`config.mk`:
```
export PLATFORM = sky130hd
export DESIGN_NAME = spit_search
export DESIGN_NICKNAME = d
export VERILOG_FILES = /design/src/hdl/spit_pkg.sv /design/src/hdl/spit_search.sv
export SDC_FILE = /design/constraint.sdc
export NUM_CORES = 1
export LEC_CHECK = 0
export BUFFER_PORTS_ARGS = -buffer_cell sky130_fd_sc_hd__clkbuf_2
export CAP_MARGIN = 10
export CORE_AREA = 2 2 142 144
export DETAILED_ROUTE_END_ITERATION = 8
export DIE_AREA = 0 0 144 146
export GPL_TIMING_DRIVEN = 0
export PLACE_DENSITY = 0.76
export SETUP_SLACK_MARGIN = 0.02
export SYNTH_ARGS = -nofsm -noshare
export SYNTH_HDL_FRONTEND = slang
export SYNTH_SLANG_ARGS = --single-unit
```
`constraint.sdc`:
```
create_clock -name clk -period 5.6 [get_ports clk]
set_clock_uncertainty 0.05 [all_clocks]
set_input_delay 1.12 -clock clk [delete_from_list [all_inputs] [get_ports clk]]
set_output_delay 1.12 -clock clk [all_outputs]
set_load 0.05 [all_outputs]
```
`src/hdl/spit_pkg.sv`:
```
`timescale 1ns / 1ps
// ----------------------------------------------------------------------------
// Seek point index table package
// Shared codes, field widths and defaults for the seek point index table.
// ----------------------------------------------------------------------------
package spit_pkg;

	localparam int DEF_TABLE_DEPTH = 1024;
	localparam int DEF_POS_BITS    = 48;

	localparam int FIELD_W    = 48;
	localparam int COUNT_W    = 11;
	localparam int IN_DATA_W  = 2 * FIELD_W;
	localparam int OUT_DATA_W = 208;
	localparam int OUT_PAD_W  = OUT_DATA_W - 4 * FIELD_W - COUNT_W;

	typedef enum logic [1:0] {
		ACT_APPEND = 2'd0,
		ACT_LOOKUP = 2'd1,
		ACT_CLEAR  = 2'd2
	} action_t;

	typedef enum logic [1:0] {
		STAT_OK   = 2'd0,
		STAT_FULL = 2'd1,
		STAT_MISS = 2'd2
	} status_t;

	typedef struct packed {
		logic done;
		logic hit;
	} srch_res_t;

endpackage

```
`src/hdl/spit_search.sv`:
```
`timescale 1ns / 1ps
// ----------------------------------------------------------------------------
// Floor search sequencer
// Binary search over the store with one shared magnitude comparator.
// ----------------------------------------------------------------------------
module spit_search
	import spit_pkg::*;
#(
	parameter int TABLE_DEPTH = DEF_TABLE_DEPTH,
	parameter int POS_BITS    = DEF_POS_BITS,
	localparam int AW = $clog2(TABLE_DEPTH),
	localparam int CW = $clog2(TABLE_DEPTH + 1)
) (
	input  logic                  clk,
	input  logic                  arst_n,
	input  logic                  start,
	input  logic [CW-1:0]         len,
	input  logic [POS_BITS-1:0]   target,
	output logic                  rd_en,
	output logic [AW-1:0]         rd_addr,
	input  logic [2*POS_BITS-1:0] rd_data,
	output srch_res_t             res,
	output logic [POS_BITS-1:0]   ent_cpos,
	output logic [POS_BITS-1:0]   ent_upos
);

	typedef enum logic [2:0] {
		S_IDLE,
		S_PROBE,
		S_RD_MID,
		S_CMP_MID,
		S_RD_NXT,
		S_CMP_NXT
	} state_t;

	state_t              state_q;
	logic                done_q;
	logic                hit_q;
	logic [CW-1:0]       lo_q;
	logic [CW-1:0]       hi_q;
	logic [CW-1:0]       mid_q;
	logic [CW-1:0]       len_q;
	logic [POS_BITS-1:0] target_q;
	logic [POS_BITS-1:0] cpos_q;
	logic [POS_BITS-1:0] upos_q;

	logic [CW:0]         sum;
	logic [CW-1:0]       nxt;
	logic                has_nxt;
	logic                gt;

	assign sum     = {1'b0, lo_q} + {1'b0, hi_q};
	assign nxt     = mid_q + CW'(1);
	assign has_nxt = nxt < len_q;
	// shared compare: probed entry's upos above the target
	assign gt      = rd_data[2*POS_BITS-1:POS_BITS] > target_q;

	assign rd_en   = (state_q == S_RD_MID) || (state_q == S_RD_NXT);
	assign rd_addr = (state_q == S_RD_NXT) ? nxt[AW-1:0] : mid_q[AW-1:0];

	always_ff @(posedge clk or negedge arst_n) begin
		if (!arst_n) begin
			state_q <= S_IDLE;
			done_q  <= 1'b0;
			hit_q   <= 1'b0;
		end else begin
			done_q <= 1'b0;
			case (state_q)
				S_IDLE: begin
					if (start) begin
						if (len == '0) begin
							done_q <= 1'b1;
							hit_q  <= 1'b0;
						end else begin
							state_q <= S_PROBE;
						end
					end
				end
				S_PROBE: begin
					if (lo_q > hi_q) begin
						done_q  <= 1'b1;
						hit_q   <= 1'b0;
						state_q <= S_IDLE;
					end else begin
						state_q <= S_RD_MID;
					end
				end
				S_RD_MID: state_q <= S_CMP_MID;
				S_CMP_MID: begin
					if (gt) begin
						if (mid_q == '0) begin
							done_q  <= 1'b1;
							hit_q   <= 1'b0;
							state_q <= S_IDLE;
						end else begin
							state_q <= S_PROBE;
						end
					end else if (has_nxt) begin
						state_q <= S_RD_NXT;
					end else begin
						done_q  <= 1'b1;
						hit_q   <= 1'b1;
						state_q <= S_IDLE;
					end
				end
				S_RD_NXT: state_q <= S_CMP_NXT;
				S_CMP_NXT: begin
					if (!gt) begin
						state_q <= S_PROBE;
					end else begin
						done_q  <= 1'b1;
						hit_q   <= 1'b1;
						state_q <= S_IDLE;
					end
				end
				default: state_q <= S_IDLE;
			endcase
		end
	end

	always_ff @(posedge clk) begin
		case (state_q)
			S_IDLE: begin
				if (start) begin
					lo_q     <= '0;
					hi_q     <= len - CW'(1);
					len_q    <= len;
					target_q <= target;
				end
			end
			S_PROBE: mid_q <= sum[CW:1];
			S_CMP_MID: begin
				cpos_q <= rd_data[POS_BITS-1:0];
				upos_q <= rd_data[2*POS_BITS-1:POS_BITS];
				if (gt) begin
					hi_q <= mid_q - CW'(1);
				end
			end
			S_CMP_NXT: begin
				if (!gt) begin
					lo_q <= nxt;
				end
			end
			default: ;
		endcase
	end

	assign res.done = done_q;
	assign res.hit  = hit_q;
	assign ent_cpos = cpos_q;
	assign ent_upos = upos_q;

endmodule

```
# Yosys cells after proc, flatten, opt, wreduce, memory -nomap -nowiden
# Index checks and enable logic that the tools add are counted.
# classes
n_addsub,4
n_lt_le_gt_ge,3
eq_ne,14
mux,31
n_reduce_logical,12
# ops
op,count
$gt A48 B48 Y1,1
$mux W11,4
$pmux W11 S2,2
$logic_not A11 Y1,2
$sub A11 B1 Y11 const B,2
$pmux W3 S6,1
$mux W1,16
$ne A2 B2 Y1 const B,7
$add A11 B11 Y12,1
$mux W3,4
$add A11 B1 Y11 const B,1
$gt A11 B11 Y1,1
$lt A11 B11 Y1,1
$mux W10,1
$pmux W1 S4,2
$reduce_and A7 Y1,1
$eq A3 B2 Y1 const B,2
$eq A3 B3 Y1 const B,2
$ne A3 B3 Y1 const B,2
$reduce_and A3 Y1,2
$reduce_and A2 Y1,2
$reduce_bool A2 Y1,2
$reduce_bool A4 Y1,1
$eq A3 B1 Y1 const B,1
other kinds (3),3
# word_totals
regBits,193
input_bits,158
out_inout_bits,109
wordCells,74

# Logic depth before layout (Yosys ltp)
# logic_depth
word_depth,5
mapped_depth,14
mapped_depth_nobuf,13

# Worst setup path after synthesis
# No wires, ideal clock.
# synth_timing
path_type,input to register
from,input start
to,register len_q[0] (enable)
setup_ns,0.551
arrival_time_ns,5.257
t_required_ns,4.999
path_slack_ns,-0.258
cell_stages,2
path_buffers,0
path_cell_list,nand2_1 nor3_1
# synth_via
elab_chain_cells,1
# synth_rtl
item,line_no,text
from (decl),spit_search.sv:16,"input logic start,"
$reduce_and A2 Y1 (no source line),n/a,
to (signal assigned),spit_search.sv:127,len_q <= len;
to (decl),spit_search.sv:42,logic [CW-1:0] len_q;
# Every way passes these cells.
# A chain may end at the register's enable or synchronous reset.

# Worst setup path in the final report
# layout_timing
from,input rd_data[55]
to,register lo_q[5] (enable)
# layout_via
elab_chain_cells,3
# layout_rtl
item,line_no,text
from (decl),spit_search.sv:21,"input logic [2*POS_BITS-1:0] rd_data,"
$gt A48 B48 Y1,spit_search.sv:56,assign gt = rd_data[2*POS_BITS-1:POS_BITS] > target_q;
$ne A2 B2 Y1 (no source line),n/a,
$reduce_and A3 Y1 (no source line),n/a,
to (signal assigned),spit_search.sv:141,lo_q <= nxt;
to (decl),spit_search.sv:39,logic [CW-1:0] lo_q;
# Every way passes these cells.

==> out/results.txt <==
Areal power density over the cells - 502 mW/mm²
Largest net degree at the start of global routing - 75
Worst IR Drop VDD - 0.355 mV
Sum of net half-perimeters after detailed placement - 16.1 mm
Filler cells - 1590
Warning count from the yosys run - 0
Total global-route track usage - 19.9%
Worst Max-Slew Pin Slew - 1.13 ns
Most frequent cell after synthesis - edfxtp_1
Vias - 6042
Routed wire per std cell - 16.6 µm
Largest area contributor in the synthesized netlist - edfxtp_1
Net total in the final layout - 1186
I/O pin cnt - 267
Fraction of synthesis flops using an asynchronous set or reset pin - 2.59%
Cell area after placement - 0.0108 mm²
Required time at the endpoint of the critical path - 5.60 ns
Post-synth cell types - 60
Die width - 144 µm
Max-cap check violation count - 0
Final instance area - 0.0115 mm²
Final wirelength - 20.4 mm
Gate count of the mapped netlist - 655
Core Region - 0.0193 mm²
Hold Violations, Final - 0
Post-CTS Hold Fix Bufs - 0
Max-slew violation count - 0
Top cells by area, synth - edfxtp_1 (62%), ha_1 (11%), inv_1 (3.7%)
Kind of end point of the critical path - flip-flop
Buffers and inverters on the worst path - 1
Cell type group with the largest total delay on the critical path - compound AO/OA/AOI/OAI gates
Clk Tree Root Cell - clkbuf_16
Share of the yosys chip area belonging to registers - 63.7%
Run status - finished clean
Register area - 0.00577 mm²
Global-route wire length before repair - 31.5 mm
Cell area after synthesis - 0.00906 mm²
Final GP Congestion - 0.832
Kind of launch point of the worst setup path - primary input
Fraction of final layout cells with drive strength greater than 1 - 35.0%
Total gr overflow - 0
FF+latch count, synth - 193
Post-CTS Setup Repair Bufs - 0
Slew headroom - 24.2%
Class of the tightest hold or removal check - primary input to async pin
Main flop type after synthesis - edfxtp_1
Leakage component of the power - 5.01 nW
Number of global-route vias before repair - 5957
Clock transition at path regs - 0.08 ns
Synthesized area per cell - 13.8 µm²
Number of enable flip-flop cells after synthesis - 188
Max Root-Sink Buffers - 2
Crit share post-route - 69.0%
Die height - 146 µm
Final sum of negative setup slack - 0 ns
Clock latency on the worst-skew pair - 0.43 ns
Remaining design rule violation count - 0
Worst endpoint data arrival time - 3.86 ns
Share of the synthesized area in the top cell type - 62.3%
First-pass detailed-route iteration total - 4
Number of vias per cell - 4.94
Number of port buffers - 266
Synth-to-layout area growth - 26.8%
Number of nets still failing antenna checks after routing - 0
Synth top cells by count - edfxtp_1 (188), inv_1 (89), ha_1 (83)
Critical path's slowest cell - nor2_1
Maximum clock frequency - 0.259 GHz
Number of setup violations in the final report - 0
CP max FO - 11
Placement row count - 51
Largest stage delay, worst path - 0.84 ns
Crit Path Category - primary input to flip-flop
Total of cells resized after clock tree synthesis - 0
Total number of clock tree sinks - 193
Sequence of cells on the critical path - clkbuf_2 > ha_1 > a21oi_1 > o21ai_1 > a221oi_1 > o211ai_1 > a211oi_4 > nor2_4 > o22a_2 > nor2_1
Shortest clock period the worst path allows after layout - 3.86 ns
Htree depth - 4
Nets in the synthesized netlist - 897
Total die area - 0.0210 mm²
DRC violation total after the first TritonRoute iteration - 281
TritonCTS clock tree - yes
Initial antenna violation count - 4
Initial core utilization - 46.9%
TritonCTS buffer count - 17
Area of the multi-input gates - 0.00287 mm²
Unrepaired setup endpoints after global routing - false
area by class of cell:
| cell class | instances | share of cell area (%) |
|---|---|---|
| Inverter | 90 | 2.98 |
| Sequential cell | 193 | 50.2 |
| Buffer | 17 | 0.860 |
| Tap cell | 265 | 2.89 |
| Antenna cell | 2 | 0.0436 |
| Multi-Input combinational cell | 355 | 24.9 |
| Clock buffer | 17 | 3.70 |
| Clock inverter | 15 | 1.92 |
| Timing Repair Buffer | 270 | 12.4 |
where the power goes:
part	internal (mW)	switching (mW)	total, mW
clock network	0.663	0.630	1.29
logic	0.678	1.62	2.29
registers	2.06	0.118	2.18
total	3.40	2.36	5.76
logic make-up after synthesis:
family	synth area share, %
fa+ha+maj	11.7
mux	1.82
flops	63.7
xor+xnor	3.58
simple gates	8.02
buf+inv	4.85
compound gates	6.34
path summary, 6_finish.rpt:
kind                                       startpoint                     end  slack, ns  cells past startpoint
worst max-delay path                      rd_data[55]   lo_q[5]$_SDFFCE_PN0P_       1.74                     10
worst min-delay path                           arst_n  state_q[2]$_DFFE_PN0P_       0.43                      1
worst max register to register  target_q[7]$_DFFE_PP_   lo_q[5]$_SDFFCE_PN0P_       2.14                     10
worst min register to register      hit_q$_DFFE_PN0P_       hit_q$_DFFE_PN0P_       0.52                      2
max in group asynchronous                      arst_n  state_q[0]$_DFFE_PN0P_       4.93                      1
min in group clk                    hit_q$_DFFE_PN0P_       hit_q$_DFFE_PN0P_       0.52                      2
flip-flops by register name (all words and copies together), names as in the netlist, 3 cells and up:
signal / count
lo_q: 11
ent_upos: 48
target_q: 48
mid_q: 11
ent_cpos: 48
len_q: 11
state_q: 3
hi_q: 11
per-stage QoR:
step | power [mW] | std cells | hold WS (ns) | setup slack (ns) | utilization, %
3_3_place_gp | 4.41 | 1186 | 0.505 | 0.160 | 55.5
6_report | 5.76 | 1224 | 0.434 | 1.74 | 59.4
5_1_grt | 6.08 | 1223 | 0.422 | 1.50 | 59.4
2_1_floorplan | 3.88 | 655 | 0.462 | 1.55 | -
4_1_cts | 5.81 | 1222 | 0.417 | 1.69 | 59.4
3_5_place_dp | 4.50 | 1190 | 0.513 | 1.24 | 56.1
per-layer routing:
metal  up-vias  global-route usage [%]  part of all wire [%]
li1       2951                       -                     -
met1      2829                    23.8                    39
met2       231                    34.7                    51
met3        29                    5.13                   7.5
met4         2                    6.81                   1.8
met5         -                       0                 0.069
cells in the final DEF (no fill, tap or decap), types with 3 or more instances in the layout:
master     instances
and3_1             5
dfrtp_1            5
nor2_1            28
inv_8              3
xor2_1            15
a21o_1             3
o31ai_1            4
inv_6              3
buf_4              5
o21bai_1           4
o211ai_1           3
mux2i_1           10
nor4_1             4
ha_1              83
inv_1             89
o21ai_1            4
nand3_1           12
nor3_1            14
inv_12             3
nor2b_1           10
clkbuf_16         17
clkinv_8           5
clkbuf_1           8
nand2_1           31
clkbuf_2         266
edfxtp_1         188
o21ai_0           11
nand4_1            9
buf_16             3
xnor2_1           22
a21oi_1           40
(Power assumes the default switching activity.)
